==> config.mk <==
export PLATFORM = sky130hd
export DESIGN_NAME = mpeg_audio_header_decode_top
export DESIGN_NICKNAME = d
export VERILOG_FILES = /design/src/sv/mahd_pkg.sv /design/src/sv/mpeg_audio_header_decode_top.sv /design/src/sv/mahd_field_decode.sv
export SDC_FILE = /design/constraint.sdc
export NUM_CORES = 1
export LEC_CHECK = 0
export ABC_CLOCK_PERIOD_IN_PS = 10550
export BUFFER_PORTS_ARGS = -buffer_cell sky130_fd_sc_hd__buf_2
export CAP_MARGIN = 20
export CORE_MARGIN = 5
export CORE_UTILIZATION = 64
export DETAILED_ROUTE_END_ITERATION = 16
export PLACE_DENSITY = 0.86
export SLEW_MARGIN = 15
export SYNTH_ARGS = -nofsm -noshare
export SYNTH_HDL_FRONTEND = slang
export SYNTH_SLANG_ARGS = --single-unit
==> constraint.sdc <==
create_clock -name aclk -period 10.55 [get_ports aclk]
set_input_delay 0.5275 -clock aclk [delete_from_list [all_inputs] [get_ports aclk]]
set_output_delay 0.5275 -clock aclk [all_outputs]
set_load 0.02 [all_outputs]
==> src/sv/mahd_pkg.sv <==
// package for the mpeg audio header decoder: types, tables and lookup functions
package mahd_pkg;

    // decoded version numbers
    localparam logic [1:0] VER_NONE   = 2'd0;
    localparam logic [1:0] VER_MPEG1  = 2'd1;
    localparam logic [1:0] VER_MPEG2  = 2'd2;
    localparam logic [1:0] VER_MPEG25 = 2'd3;

    // raw version codes in the header
    localparam logic [1:0] VCODE_MPEG25   = 2'b00;
    localparam logic [1:0] VCODE_RESERVED = 2'b01;
    localparam logic [1:0] VCODE_MPEG2    = 2'b10;
    localparam logic [1:0] VCODE_MPEG1    = 2'b11;

    // raw layer codes in the header, layer i has the highest code
    localparam logic [1:0] LCODE_RESERVED = 2'b00;
    localparam logic [1:0] LCODE_L3       = 2'b01;
    localparam logic [1:0] LCODE_L2       = 2'b10;
    localparam logic [1:0] LCODE_L1       = 2'b11;

    // decoded layer numbers
    localparam logic [1:0] LAYER_NONE = 2'd0;
    localparam logic [1:0] LAYER_1    = 2'd1;
    localparam logic [1:0] LAYER_2    = 2'd2;
    localparam logic [1:0] LAYER_3    = 2'd3;

    // sample-rate index codes
    localparam logic [1:0] SRI_44K1     = 2'd0;
    localparam logic [1:0] SRI_48K      = 2'd1;
    localparam logic [1:0] SRI_32K      = 2'd2;
    localparam logic [1:0] SRI_RESERVED = 2'd3;

    localparam logic [3:0] BRI_FREE     = 4'd0;
    localparam logic [3:0] BRI_RESERVED = 4'd15;
    localparam logic [1:0] MODE_MONO    = 2'd3;

    localparam logic [7:0] SYNC_BYTE = 8'hFF;
    localparam logic [2:0] SYNC_HIGH = 3'b111;

    // fixed-point reciprocal: quotient estimate is (y * recip) >> RECIP_SHIFT
    localparam int RECIP_SHIFT = 20;
    localparam int Y_W         = 20;
    localparam int RECIP_W     = 21;
    localparam int K_W         = 13;
    localparam int Q_W         = 12;
    localparam int X_W         = K_W + 9;
    localparam int P_W         = Y_W + RECIP_W;

    typedef enum logic [1:0] {
        DIV_ONE,
        DIV_THREE,
        DIV_441
    } div_sel_t;

    typedef struct packed {
        logic        ok;
        logic [1:0]  ver;
        logic [1:0]  layer;
        logic [8:0]  br;
        logic [15:0] sr;
        logic [1:0]  chan;
        logic [10:0] spf;
        logic        pad;
        logic [K_W-1:0] k;
        logic [2:0]  shift;
        div_sel_t    div_sel;
    } dec_t;

    localparam logic [8:0] RATE_V1_L1 [16] = '{
        9'd0, 9'd32, 9'd64, 9'd96, 9'd128, 9'd160, 9'd192, 9'd224,
        9'd256, 9'd288, 9'd320, 9'd352, 9'd384, 9'd416, 9'd448, 9'd0};
    localparam logic [8:0] RATE_V1_L2 [16] = '{
        9'd0, 9'd32, 9'd48, 9'd56, 9'd64, 9'd80, 9'd96, 9'd112,
        9'd128, 9'd160, 9'd192, 9'd224, 9'd256, 9'd320, 9'd384, 9'd0};
    localparam logic [8:0] RATE_V1_L3 [16] = '{
        9'd0, 9'd32, 9'd40, 9'd48, 9'd56, 9'd64, 9'd80, 9'd96,
        9'd112, 9'd128, 9'd160, 9'd192, 9'd224, 9'd256, 9'd320, 9'd0};
    localparam logic [8:0] RATE_V2_L1 [16] = '{
        9'd0, 9'd32, 9'd48, 9'd56, 9'd64, 9'd80, 9'd96, 9'd112,
        9'd128, 9'd144, 9'd160, 9'd176, 9'd192, 9'd224, 9'd256, 9'd0};
    localparam logic [8:0] RATE_V2_L23 [16] = '{
        9'd0, 9'd8, 9'd16, 9'd24, 9'd32, 9'd40, 9'd48, 9'd56,
        9'd64, 9'd80, 9'd96, 9'd112, 9'd128, 9'd144, 9'd160, 9'd0};

    function automatic logic [8:0] bitrate(input logic [1:0] ver, input logic [1:0] layer,
                                           input logic [3:0] bri);
        logic [8:0] r;
        r = 9'd0;
        if (ver == VER_MPEG1) begin
            case (layer)
                LAYER_1: r = RATE_V1_L1[bri];
                LAYER_2: r = RATE_V1_L2[bri];
                LAYER_3: r = RATE_V1_L3[bri];
                default: r = 9'd0;
            endcase
        end else if (layer == LAYER_1) begin
            r = RATE_V2_L1[bri];
        end else begin
            r = RATE_V2_L23[bri];
        end
        return r;
    endfunction

    function automatic logic [RECIP_W-1:0] recip(input div_sel_t sel);
        logic [RECIP_W-1:0] m;
        case (sel)
            DIV_ONE:   m = RECIP_W'(1 << RECIP_SHIFT);
            DIV_THREE: m = RECIP_W'((1 << RECIP_SHIFT) / 3);
            DIV_441:   m = RECIP_W'((1 << RECIP_SHIFT) / 441);
            default:   m = RECIP_W'(1 << RECIP_SHIFT);
        endcase
        return m;
    endfunction

    function automatic logic [8:0] divisor(input div_sel_t sel);
        logic [8:0] d;
        case (sel)
            DIV_ONE:   d = 9'd1;
            DIV_THREE: d = 9'd3;
            DIV_441:   d = 9'd441;
            default:   d = 9'd1;
        endcase
        return d;
    endfunction

endpackage

==> src/sv/mpeg_audio_header_decode_top.sv <==
// top level of the mpeg audio frame header decoder pipeline
//
// input channel (s_): one 32-bit header word, first byte in the top bits, and
// a flag for a header with fewer than four bytes present. output channel (m_):
// the decoded fields; m_valid_res is low and all other fields zero when the
// header fails any check (sync, reserved version/layer/rate, free format).
// four register stages:
//   s1  field checks and table lookups (bitrate, sample rate, scale factors)
//   s2  numerator multiply, bitrate times a per-format constant, then shift
//   s3  quotient estimate by multiplying with a fixed-point reciprocal
//   out remainder check that corrects the quotient by one, padding, layer i
//       slot scaling; this is the output register
// m_valid rises when the item is loaded into the output register after s1, s2 and s3;
// one item per cycle sustained while m_ready stays high.
// each stage has its own valid bit and advances when it is empty or the next
// stage advances, so a stalled receiver backs up only full stages and s_ready
// stays high while bubbles remain. no item is dropped or repeated on a stall.
// reset (aresetn low, synchronous) empties every stage; the payload registers are not reset.
module mpeg_audio_header_decode_top (
    input  logic        aclk,
    input  logic        aresetn,

    input  logic        s_valid,
    output logic        s_ready,
    input  logic [31:0] s_header_word,
    input  logic        s_short_input,

    output logic        m_valid,
    input  logic        m_ready,
    output logic        m_valid_res,
    output logic [1:0]  m_mpeg_version,
    output logic [1:0]  m_layer_number,
    output logic [8:0]  m_bitrate_kbps,
    output logic [15:0] m_sample_rate_hz,
    output logic [1:0]  m_channel_count,
    output logic [10:0] m_frame_samples,
    output logic [11:0] m_frame_bytes
);

    // stage valid bits
    logic v1_reg, v2_reg, v3_reg, vo_reg;
    logic en1, en2, en3, eno;

    // per-stage payload
    mahd_pkg::dec_t dec1_next, dec1_reg, dec2_reg, dec3_reg;
    logic [mahd_pkg::Y_W-1:0] y2_next, y2_reg, y3_reg;
    logic [mahd_pkg::Q_W-1:0] q3_next, q3_reg;
    logic [11:0] size_next, size_reg;

    logic [mahd_pkg::X_W-1:0] num;
    logic [mahd_pkg::P_W-1:0] prod;
    logic [8:0]     dv;
    logic [20:0]    qd;
    logic [mahd_pkg::Y_W-1:0] rem;
    logic [mahd_pkg::Q_W-1:0] q_fix;
    logic [12:0]    slots;

    // stall chain: a stage loads when empty or when its successor moves on
    assign eno     = !vo_reg || m_ready;
    assign en3     = !v3_reg || eno;
    assign en2     = !v2_reg || en3;
    assign en1     = !v1_reg || en2;
    assign s_ready = en1;

    mahd_field_decode u_decode (
        .header_word (s_header_word),
        .short_input (s_short_input),
        .dec         (dec1_next)
    );

    // s2: bitrate times (coef * 1000/sr numerator), then the power-of-two part of the divisor
    always_comb begin
        num     = mahd_pkg::X_W'(dec1_reg.br) * mahd_pkg::X_W'(dec1_reg.k);
        y2_next = mahd_pkg::Y_W'(num >> dec1_reg.shift);
    end

    // s3: estimate is exact or one low
    always_comb begin
        prod    = mahd_pkg::P_W'(y2_reg) * mahd_pkg::P_W'(mahd_pkg::recip(dec2_reg.div_sel));
        q3_next = prod[mahd_pkg::RECIP_SHIFT +: mahd_pkg::Q_W];
    end

    // out: remainder check, padding, layer i works in 4-byte slots
    always_comb begin
        dv    = mahd_pkg::divisor(dec3_reg.div_sel);
        qd    = 21'(q3_reg) * 21'(dv);
        rem   = y3_reg - mahd_pkg::Y_W'(qd);
        q_fix = q3_reg + ((rem >= mahd_pkg::Y_W'(dv)) ? 12'd1 : 12'd0);
        slots = 13'(q_fix) + 13'(dec3_reg.pad);
        if (dec3_reg.layer == mahd_pkg::LAYER_1)
            size_next = 12'(slots << 2);
        else
            size_next = slots[11:0];
    end

    always_ff @(posedge aclk) begin
        if (!aresetn) begin
            v1_reg <= 1'b0;
            v2_reg <= 1'b0;
            v3_reg <= 1'b0;
            vo_reg <= 1'b0;
        end else begin
            if (en1) v1_reg <= s_valid;
            if (en2) v2_reg <= v1_reg;
            if (en3) v3_reg <= v2_reg;
            if (eno) vo_reg <= v3_reg;
        end
    end

    always_ff @(posedge aclk) begin
        if (en1) begin
            dec1_reg <= dec1_next;
        end
        if (en2) begin
            dec2_reg <= dec1_reg;
            y2_reg   <= y2_next;
        end
        if (en3) begin
            dec3_reg <= dec2_reg;
            y3_reg   <= y2_reg;
            q3_reg   <= q3_next;
        end
    end

    mahd_pkg::dec_t deco_reg;

    always_ff @(posedge aclk) begin
        if (eno) begin
            deco_reg <= dec3_reg;
            size_reg <= size_next;
        end
    end

    assign m_valid          = vo_reg;
    assign m_valid_res      = deco_reg.ok;
    assign m_mpeg_version   = deco_reg.ver;
    assign m_layer_number   = deco_reg.layer;
    assign m_bitrate_kbps   = deco_reg.br;
    assign m_sample_rate_hz = deco_reg.sr;
    assign m_channel_count  = deco_reg.chan;
    assign m_frame_samples  = deco_reg.spf;
    assign m_frame_bytes    = size_reg;

endmodule

==> src/sv/mahd_field_decode.sv <==
// header field checks and table lookups for the first pipeline stage
module mahd_field_decode (
    input  logic [31:0]   header_word,
    input  logic          short_input,
    output mahd_pkg::dec_t dec
);

    logic [7:0]  b0, b1, b2, b3;
    logic [1:0]  ver, layer, sri, mode;
    logic [3:0]  bri;
    logic        ok;
    logic [15:0] sr_base;
    logic [1:0]  vshift;
    logic [7:0]  coef;
    logic [5:0]  pmul;
    logic [2:0]  tshift;
    mahd_pkg::div_sel_t dsel;

    assign b0   = header_word[31:24];
    assign b1   = header_word[23:16];
    assign b2   = header_word[15:8];
    assign b3   = header_word[7:0];
    assign bri  = b2[7:4];
    assign sri  = b2[3:2];
    assign mode = b3[7:6];

    always_comb begin
        case (b1[4:3])
            mahd_pkg::VCODE_MPEG25:   ver = mahd_pkg::VER_MPEG25;
            mahd_pkg::VCODE_RESERVED: ver = mahd_pkg::VER_NONE;
            mahd_pkg::VCODE_MPEG2:    ver = mahd_pkg::VER_MPEG2;
            mahd_pkg::VCODE_MPEG1:    ver = mahd_pkg::VER_MPEG1;
            default:                  ver = mahd_pkg::VER_NONE;
        endcase
        // layer code counts down: 11 is layer 1, 00 is reserved
        layer = (b1[2:1] == mahd_pkg::LCODE_RESERVED) ? mahd_pkg::LAYER_NONE
                                                      : 2'(3'd4 - {1'b0, b1[2:1]});
    end

    assign ok = !short_input && (b0 == mahd_pkg::SYNC_BYTE)
             && (b1[7:5] == mahd_pkg::SYNC_HIGH)
             && (ver != mahd_pkg::VER_NONE) && (layer != mahd_pkg::LAYER_NONE)
             && (sri != mahd_pkg::SRI_RESERVED)
             && (bri != mahd_pkg::BRI_FREE) && (bri != mahd_pkg::BRI_RESERVED);

    always_comb begin
        case (ver)
            mahd_pkg::VER_MPEG2:  vshift = 2'd1;
            mahd_pkg::VER_MPEG25: vshift = 2'd2;
            default:              vshift = 2'd0;
        endcase

        // 1000/sr reduces to pmul / (d << tshift)
        case (sri)
            mahd_pkg::SRI_44K1: begin
                sr_base = 16'd44100;
                pmul    = 6'(6'd10 << vshift);
                tshift  = 3'd0;
                dsel    = mahd_pkg::DIV_441;
            end
            mahd_pkg::SRI_48K: begin
                sr_base = 16'd48000;
                pmul    = 6'd1;
                tshift  = 3'(3'd4 - {1'b0, vshift});
                dsel    = mahd_pkg::DIV_THREE;
            end
            mahd_pkg::SRI_32K: begin
                sr_base = 16'd32000;
                pmul    = 6'd1;
                tshift  = 3'(3'd5 - {1'b0, vshift});
                dsel    = mahd_pkg::DIV_ONE;
            end
            default: begin
                sr_base = 16'd0;
                pmul    = 6'd0;
                tshift  = 3'd0;
                dsel    = mahd_pkg::DIV_ONE;
            end
        endcase

        if (layer == mahd_pkg::LAYER_1)
            coef = 8'd12;
        else if (layer == mahd_pkg::LAYER_2 || ver == mahd_pkg::VER_MPEG1)
            coef = 8'd144;
        else
            coef = 8'd72;
    end

    always_comb begin
        dec = '0;
        dec.div_sel = mahd_pkg::DIV_ONE;
        if (ok) begin
            dec.ok      = 1'b1;
            dec.ver     = ver;
            dec.layer   = layer;
            dec.br      = mahd_pkg::bitrate(ver, layer, bri);
            dec.sr      = sr_base >> vshift;
            dec.chan    = (mode == mahd_pkg::MODE_MONO) ? 2'd1 : 2'd2;
            dec.pad     = b2[1];
            dec.k       = mahd_pkg::K_W'(coef) * mahd_pkg::K_W'(pmul);
            dec.shift   = tshift;
            dec.div_sel = dsel;
            if (layer == mahd_pkg::LAYER_1)
                dec.spf = 11'd384;
            else if (layer == mahd_pkg::LAYER_2 || ver == mahd_pkg::VER_MPEG1)
                dec.spf = 11'd1152;
            else
                dec.spf = 11'd576;
        end
    end

endmodule
=== Yosys cells after proc, flatten, opt, wreduce, memory -nomap -nowiden ===
Memory sizes are Yosys's and may differ from the RTL's.
Cells that the tools add are included.

* ROM bits: 720
* Output and inout port bits: 57
* Register bits: 265
* Logic and storage cells: 144
* Memories kept: 5
* Input bits: 37

* Multiply operators: 4
* Order comparisons: 2
* Bitwise logic cells: 2
* Shift operators: 3
* $add $sub $neg: 6
* Mux-type cells: 30
* Equal/unequal tests: 21
* Reduce and logical (&&, ||, !) cells: 25

{| class="wikitable"
|+ Memories
! memory !! words !! bits a word !! rd ports !! clocked after Yosys merged registers in !! write ports !! line !! source
|-
| (name not given) || 16 || 9 || 1 || 0 || 0 || mahd_pkg.sv:92 || <nowiki>LAYER_1: r = RATE_V1_L1[bri];</nowiki>
|-
| (name not given) || 16 || 9 || 1 || 0 || 0 || mahd_pkg.sv:93 || <nowiki>LAYER_2: r = RATE_V1_L2[bri];</nowiki>
|-
| (name not given) || 16 || 9 || 1 || 0 || 0 || mahd_pkg.sv:100 || <nowiki>r = RATE_V2_L23[bri];</nowiki>
|-
| (name not given) || 16 || 9 || 1 || 0 || 0 || mahd_pkg.sv:98 || <nowiki>r = RATE_V2_L1[bri];</nowiki>
|-
| (name not given) || 16 || 9 || 1 || 0 || 0 || mahd_pkg.sv:94 || <nowiki>LAYER_3: r = RATE_V1_L3[bri];</nowiki>
|}

{| class="wikitable"
|+ Operator list
! cell !! number
|-
| two-way mux 9 bit || 12
|-
| two-way mux 62 bit || 1
|-
| one-hot mux 16 bit (3 select lines) || 1
|-
| one-hot mux 21 bit (2 select lines) || 1
|-
| multiplier 20 x 21 -> 32 bit || 1
|-
| one-hot mux 9 bit (3 select lines) || 1
|-
| adder 12 x 1 -> 12 bit || 2
|-
| multiplier 9 x 13 -> 22 bit || 1
|-
| two-way mux 11 bit || 2
|-
| right shift 22 x 3 -> 20 bit || 1
|-
| equality test 2 bit (second input constant) || 10
|-
| >= comparator 20 x 9 -> 1 bit || 1
|-
| multiplier 12 x 9 -> 20 bit || 1
|-
| subtractor 20 bit || 1
|-
| one-hot mux 9 bit (2 select lines) || 1
|-
| two-way mux 8 bit || 2
|-
| right shift 16 x 2 -> 16 bit || 1
|-
| equality test 2 x 1 -> 1 bit (second input constant) || 7
|-
| multiplier 8 x 6 -> 13 bit || 1
|-
| two-way mux 12 bit || 1
|-
| one-hot mux 6 bit (2 select lines) || 1
|-
| equality test 8 bit (second input constant) || 1
|-
| one-hot mux 2 bit (2 select lines) || 2
|-
| one-hot mux 2 bit (4 select lines) || 1
|-
| 19 further kinds || 39
|}

=== Longest topological paths before layout ===
Gate-level depths: netlist of run 1.

* Depth after elaboration: 10
* Depth in mapped cells: 32
* Depth with buffers taken out: 31

=== By module ===
Synthesis of run 1 repeated with hierarchy kept, for this count alone.

* Cells, all modules: 2,439
* Area total of the unflattened synthesis: 26,075.0 µm²

{| class="wikitable"
|+ By module, submodules not included
! module !! sequential area each (µm²) !! cells each !! instances !! area each (µm²)
|-
| mpeg_audio_header_decode_top || 7,917.6 || 2,095 || 1 || 23,705.2
|-
| mahd_field_decode || 0.0 || 344 || 1 || 2,369.8
|}

=== Worst setup path after synthesis of run 1 ===
No wires, ideal clock.

* Path kind: reg2reg
* Start: reg q3_reg[4] (netlist bit)
* End: reg size_reg[10], in the netlist m_frame_bytes[10], data pin
* Stages on the path, launching flop included: 30
* Setup time: 0.263 ns
* Path buffers: 1
* Path slack: 3.258 ns
* Arrival time: 7.029 ns
* Cell sequence: edfxtp_1 -> clkbuf_1 -> and2_1 -> ha_1 -> fa_1 -> ha_1 -> fa_1 -> fa_1 -> inv_1 -> ha_1 -> and3_1 -> a221oi_2 -> o21bai_1 -> a21oi_1 -> xnor2_1 -> ha_1 -> nor3_1 -> nand4_1 -> a2111oi_2 -> nand3_1 -> a2111oi_2 -> nand4b_1 -> or4_1 -> fa_1 -> ha_1 -> and3_1 -> nor2b_1 -> nand3_1 -> o21bai_1 -> a31oi_1

* Word-level cells in the longest chain between the ends: 7

{| class="wikitable"
|+ Ends and longest elaborated chain
! element !! line !! source
|-
| start: declaration || mpeg_audio_header_decode_top.sv:47 || <nowiki>logic [mahd_pkg::Q_W-1:0] q3_next, q3_reg;</nowiki>
|-
| start signal: assignment || mpeg_audio_header_decode_top.sv:121 || <nowiki>q3_reg <= q3_next;</nowiki>
|-
| multiplier 12 x 9 -> 20 bit || mpeg_audio_header_decode_top.sv:86 || <nowiki>qd = 21'(q3_reg) * 21'(dv);</nowiki>
|-
| subtractor 20 bit || mpeg_audio_header_decode_top.sv:87 || <nowiki>rem = y3_reg - mahd_pkg::Y_W'(qd);</nowiki>
|-
| >= comparator 20 x 9 -> 1 bit || mpeg_audio_header_decode_top.sv:88 || <nowiki>q_fix = q3_reg + ((rem >= mahd_pkg::Y_W'(dv)) ? 12'd1 : 12'd0);</nowiki>
|-
| two-way mux 1 bit || mpeg_audio_header_decode_top.sv:88 ||
|-
| adder 12 x 1 -> 12 bit * || mpeg_audio_header_decode_top.sv:88 ||
|-
| adder 12 x 1 -> 12 bit * || mpeg_audio_header_decode_top.sv:89 || <nowiki>slots = 13'(q_fix) + 13'(dec3_reg.pad);</nowiki>
|-
| two-way mux 12 bit * || mpeg_audio_header_decode_top.sv:90 || <nowiki>if (dec3_reg.layer == mahd_pkg::LAYER_1)</nowiki>
|-
| named net size_next[10] || mpeg_audio_header_decode_top.sv:48 || <nowiki>logic [11:0] size_next, size_reg;</nowiki>
|-
| end signal: assignment || mpeg_audio_header_decode_top.sv:130 || <nowiki>size_reg <= size_next;</nowiki>
|-
| end: declaration || mpeg_audio_header_decode_top.sv:48 ||
|}

Mark *: on every way through the listed nets, which the timed path passes. The rest lies on a longest branch.
A chain may end at the register's enable or synchronous reset.

=== Worst setup path in the final report of run 1 ===
* Start: reg dec3_reg[1] (netlist bit)
* End: reg size_reg[10], in the netlist m_frame_bytes[10], data pin

* Word-level cells in the longest chain between the ends: 9

{| class="wikitable"
|+ Ends and longest elaborated chain
! element !! line !! source
|-
| start: declaration || mpeg_audio_header_decode_top.sv:45 || <nowiki>mahd_pkg::dec_t dec1_next, dec1_reg, dec2_reg, dec3_reg;</nowiki>
|-
| start signal: assignment || mpeg_audio_header_decode_top.sv:119 || <nowiki>dec3_reg <= dec2_reg;</nowiki>
|-
| equality test 2 bit / equality test 2 x 1 -> 1 bit (equally long branches) || mahd_pkg.sv:118 || <nowiki>case (sel)</nowiki>
|-
| one-hot mux 9 bit (2 select lines) * || mahd_pkg.sv:118 ||
|-
| multiplier 12 x 9 -> 20 bit || mpeg_audio_header_decode_top.sv:86 ||
|-
| subtractor 20 bit || mpeg_audio_header_decode_top.sv:87 ||
|-
| >= comparator 20 x 9 -> 1 bit * || mpeg_audio_header_decode_top.sv:88 ||
|-
| two-way mux 1 bit * || mpeg_audio_header_decode_top.sv:88 ||
|-
| adder 12 x 1 -> 12 bit * || mpeg_audio_header_decode_top.sv:88 ||
|-
| adder 12 x 1 -> 12 bit * || mpeg_audio_header_decode_top.sv:89 ||
|-
| two-way mux 12 bit * || mpeg_audio_header_decode_top.sv:90 ||
|-
| named net size_next[10] || mpeg_audio_header_decode_top.sv:48 ||
|}

Marks and branches as above.

==> results.ini, run 1 <==
[layout]
drive_gt1_share_pct=6.434
fin_cells=2699
largest_reg_flops=50
final_common_cell=inv_1
layout_common_cells=inv_1, ha_1, fa_1
n_antenna_cell=0
area_delta_synth_final_pct=6.474
finalNetCount=2836
fillCellCount=2458

[detailed_routing]
drt_iter0_markers=1130
vias=15530
drt_pass1_iterations=6
via_per_inst=5.753
drtAntennaViolNets=0
wl_per_cell_um=18.92
drc=0
wl_mm=51.06

[placement]
dp_slack_ps=2264
gp_congestion=0.9599
place_inst=2657
io_buffers=76
hpwl_mm=40.56

[timing]
setup_ws_ps=2145
setup_viol_count_final=0
fmax_mhz=119.0
worstMarginPinSlew_ps=1025
fin_crit_ps=8405
holdWs_ps=258.6
finalSetupTns_ps=0
fin_skew_ps=13.65
slew_violations=0
rsz0062_at_grt=false
min_period_over_period_pct=79.66
hold_viol_final=0
relSlewSlack_pct=31.66

[cts]
h-tree-depth=1
post_cts_buffers=0
ctsHoldBuffers=0
insertion_delay_ps=520
cts.path.max_buffers=3
numCtsBuffers=23
cts.sinks=223
cts_root_buf=clkbuf_16
path_clk_slew_ps=70
cts.repair.resized=0
cts_tree=done

[synthesis]
netlist_instances=2169
seq_area_frac_synth_pct=29.11
synthFlopType=edfxtp_1
syn_area_per_cell_um2=10.54
synth-seq-cells=223
netlist_area_um2=22860
synth-edff-count=219
async_reset_ff_share_pct=0
synth_cell_types=72
yosysWarnings=0

[floorplanning]
dieArea_um2=39600
core_area_um2=35400
chipWidth_um=199.0
die_h_um=199.0
io-pin-count=94
start_util_pct=64.59
core.rowCount=69

[hold_path]
hold_path.class=in2reg

[power]
cellInternalPower_mw=1.428
leakagePower_nw=12.83
p_per_area_nw_per_um2=75.72
ir_worst_vdd_uv=132.7
power_frac_comb_pct=5.6
seq_power_share_pct=52.4
switching_share_pct=22.54
power.switching_uw=415.4
p_clk_share_pct=42.0

[setup_path]
slowest_delay_ps=680
path_max_fanout=12
critical_path.slowest_cell=nor2b_1
crit_type=reg2reg
cp.arrival_ps=8650
crit_top_cell=fa_1
startpoint_type=flop
crit_path_end_kind=flop
worstPathRequired_ps=10800

[grt]
grt_pass1_wl_mm=83.18
grt_pass1_vias=16790
busiest_layer=met2
grtUsageMet1_pct=32.91
grt_antenna_before_repair=1
grt_max_degree=69
met2_usage_pct=45.99
met3_usage_pct=4.488
grt_usage_pct=26.27
grt-ovfl-total=0

[run]
max-cap-violations=0

[run_status]
status=finished, final reports clean

## worst max-delay path, delay by kind of cell (launching register included)
family / cells / cell delay, ps
simple gates: 6 / 2060
flops: 1 / 390
fa+ha+maj: 8 / 3350
buf+inv: 4 / 480
compound gates: 8 / 1540
mux: 1 / 300
## path summary, 6_finish.rpt
path	start	end	slack, ps	depth (start not counted)
setup reg to reg	dec3_reg[1]	m_frame_bytes[10]	2150	27
hold / removal	s_valid	v1_reg	260	3
setup / recovery	dec3_reg[1]	m_frame_bytes[10]	2150	27
hold reg to reg	dec2_reg[44]	dec3_reg[44]	410	0
## power groups by stage
stage	combinational [mW]	sequential (mW)	clock [mW]
floorplan	0.0674	0.990	0
global placement	0.0954	0.985	0
detailed placement	0.0998	0.985	0
CTS	0.102	0.966	0.779
global route	0.113	0.966	0.816
finish	0.103	0.966	0.774
## per-layer routing
| layer | wire length (µm) | share of wire [%] |
|---|---|---|
| met1 | 19370 | 38 |
| met3 | 3583 | 7.0 |
| met5 | 13 | 0.025 |
| met2 | 25980 | 51 |
| met4 | 2116 | 4.1 |
## cell usage after synthesis (13+ instances only)
library cell | instances | area, µm²
nor3_1 | 28 | 140.1
nand2b_1 | 13 | 81.33
ha_1 | 315 | 3941
mux2i_1 | 20 | 200.2
and2_1 | 104 | 650.6
nor2_1 | 99 | 371.6
xor2_1 | 23 | 201.4
edfxtp_1 | 219 | 6576
o21ai_0 | 49 | 245.2
nor2b_1 | 26 | 162.7
clkbuf_1 | 47 | 176.4
nand3_1 | 30 | 150.1
a21oi_1 | 75 | 375.4
a21o_1 | 21 | 157.7
inv_1 | 473 | 1775
nand2_1 | 140 | 525.5
and3_1 | 13 | 81.33
xnor2_1 | 48 | 420.4
fa_1 | 263 | 5265
## layout make-up
type	count	area, µm²	area share [%]
Clock inverter	19	137.6	0.5654
Timing Repair Buffer	83	432.9	1.778
Clock buffer	23	575.6	2.364
Multi-Input combinational cell	1415	14180	58.25
Inverter	475	1783	7.324
Sequential cell	223	6656	27.34
Tap cell	461	576.8	2.369
## through the flow
step | utilization [%] | power, mW | instance area [µm²]
finish | 68.77 | 1.843 | 24340
CTS | 68.77 | 1.847 | 24340
global placement | 66.75 | 1.080 | 23630
global route | 68.77 | 1.895 | 24340
floorplan | - | 1.058 | 22890
detailed placement | 66.75 | 1.085 | 23630
## logic make-up (layout without fill, tap and decap cells)
kind of cell	after synthesis	after routing	synth area share [%]
adder cells (fa/ha/maj)	579	579	40.31
other	1	9	0.01640
flip-flops	223	223	29.11
buffers and inverters	539	600	9.024
AND/OR/NAND/NOR	483	483	10.52
multiplexers	30	30	1.385
AO/OA/AOI/OAI	243	243	6.906
XOR/XNOR	71	71	2.720
(Power assumes the default switching activity.)
==> run 2: changes to the inputs <==
Settings changed: ABC_CLOCK_PERIOD_IN_PS 10550 to 8330.
Clock period 10.55 ns to 8.33 ns, I/O delays scaled along.
==> results.ini, run 2 (synthesis gave the netlist of run 1 again) <==
[power]
p_per_area_nw_per_um2=97.34  ; was 75.72 nW/µm²
leakagePower_nw=12.88  ; was 12.83 nW
ir_worst_vdd_uv=155.3  ; was 132.7 µV
total_power_mw=2.379  ; was 1.843 mW

[layout]
fillCellCount=2398  ; was 2458
n_antenna_cell=0  ; unchanged
layout_common_cells=inv_1, ha_1, fa_1  ; unchanged
finalNetCount=2842  ; was 2836
fin_area_um2=24440  ; was 24340 µm²
utilization_pct=69.04  ; was 68.77%
final_common_cell=inv_1  ; unchanged
multi_input_comb_area_um2=14200  ; was 14180 µm²
regArea_um2=6656  ; unchanged
area_delta_synth_final_pct=6.879  ; was 6.474%
drive_gt1_share_pct=6.557  ; was 6.434%
fin_cells=2703  ; was 2699
largest_reg_flops=50  ; unchanged

[cts]
cts_tree=done  ; unchanged
numCtsBuffers=22  ; was 23
insertion_delay_ps=530  ; was 520 ps
post_cts_buffers=0  ; unchanged
cts_root_buf=clkbuf_16  ; unchanged
cts.repair.resized=0  ; unchanged
ctsHoldBuffers=0  ; unchanged
cts.sinks=223  ; unchanged
path_clk_slew_ps=70  ; about the same
cts.path.max_buffers=3  ; unchanged
h-tree-depth=1  ; unchanged

[setup_path]
critPathLaunch=dec3_reg[0]  ; was dec3_reg[1]
crit_top_cell=ha_1  ; was fa_1
critical_path.slowest_cell=or4_1  ; was nor2b_1
crit_type=reg2reg  ; unchanged
r2r.worst_path.cells=31  ; was 27
path_delay_family=adder cells  ; unchanged
startpoint_type=flop  ; unchanged
cp.depth=31  ; was 27
crit_path_end_kind=flop  ; unchanged
path_max_fanout=18  ; was 12
slowest_delay_ps=550  ; was 680 ps
cp.arrival_ps=8210  ; was 8650 ps
r2r-start=dec3_reg[0]  ; was dec3_reg[1]
worstPathRequired_ps=8580  ; was 10800 ps
worst-path-buf-inv=5  ; was 4

[grt]
grt_antenna_before_repair=0  ; was 1
busiest_layer=met2  ; unchanged
grt_pass1_wl_mm=84.92  ; was 83.18 mm
grt_usage_pct=27.12  ; was 26.27%
grt-ovfl-total=0  ; unchanged
grt_max_degree=69  ; unchanged
met2_usage_pct=49.09  ; was 45.99%
met3_usage_pct=4.048  ; was 4.488%
grtUsageMet1_pct=33.25  ; was 32.91%
grt_pass1_vias=16860  ; was 16790

[timing]
relSlewSlack_pct=33.31  ; was 31.66%
setup_viol_count_final=0  ; unchanged
finalSetupTns_ps=0  ; unchanged
hold_viol_final=0  ; unchanged
min_period_over_period_pct=95.53  ; was 79.66%
rsz0062_at_grt=false  ; unchanged
fin_crit_ps=7957  ; was 8405 ps
worstMarginPinSlew_ps=1000  ; was 1025 ps
fmax_mhz=125.7  ; was 119.0 MHz
slew_violations=0  ; unchanged
fin_skew_ps=13.82  ; was 13.65 ps

[run]
max-cap-violations=0  ; unchanged

[detailed_routing]
vias=15640  ; was 15530
via_per_inst=5.784  ; was 5.753
wl_per_cell_um=19.51  ; was 18.92 µm
drtAntennaViolNets=0  ; unchanged
drt_pass1_iterations=5  ; was 6
wl_mm=52.73  ; was 51.06 mm
drt_iter0_markers=1296  ; was 1130
drc=0  ; unchanged

[floorplanning]
core_area_um2=35400  ; unchanged
core.rowCount=69  ; unchanged
die_h_um=199.0  ; unchanged
chipWidth_um=199.0  ; unchanged
io-pin-count=94  ; unchanged
start_util_pct=64.59  ; unchanged
dieArea_um2=39600  ; unchanged

[hold_path]
hold_path.class=in2reg  ; unchanged
whs_path_depth=2  ; was 3
hold_start=aresetn  ; was s_valid

[run_status]
status=finished, final reports clean  ; unchanged

[placement]
hpwl_mm=40.54  ; was 40.56 mm
gp_congestion=0.9617  ; was 0.9599
place_inst=2663  ; was 2657
place_area_um2=23670  ; was 23630 µm²
io_buffers=76  ; unchanged

[run 2: metrics by stage]
stage / hold slack [ps] / setup WS (ps)
after floorplan: 400.3 / 1038
after global placement: 401.5 / 339.7
after detailed placement: 404.5 / 151.8
after CTS: 152.3 / 77.60
after global routing: 169.6 / 29.00
final: 179.8 / 372.6
[run 2: layout make-up]
cell class | instances | share of cell area (%)
clock inverter | 8 | 0.5120
multi-input combinational | 1415 | 58.11
tap | 461 | 2.360
timing repair buffer | 90 | 2.002
inverter | 475 | 7.296
clock buffer | 31 | 2.478
sequential | 223 | 27.24
[run 2: metal layers]
metal,vias to the layer above,wire length (µm)
met2,657,27330
met1,7643,19700
met4,0,2239
met5,-,0
li1,7154,-
met3,181,3453
[run 2: worst register-to-register path: cells and delay by family (launching register included)]
kind	cells	cell delay, ps
compound gates	6	1200
xor+xnor	1	80
fa+ha+maj	9	3450
buf+inv	5	400
flops	1	420
simple gates	10	2110
[run 2: power by group]
part / leakage [nW] / internal [mW] / switching, mW
combinational: 9.80 / 0.0468 / 0.0848
sequential: 2.73 / 1.22 / 0.00281
clock: 0.354 / 0.603 / 0.420
[run 2: final timing paths]
check | endpoint | slack (ps)
worst max-delay path | m_frame_bytes[10] | 370
worst min register to register | dec2_reg[38] | 420
worst max register to register | m_frame_bytes[10] | 370
worst min-delay path | v2_reg | 180
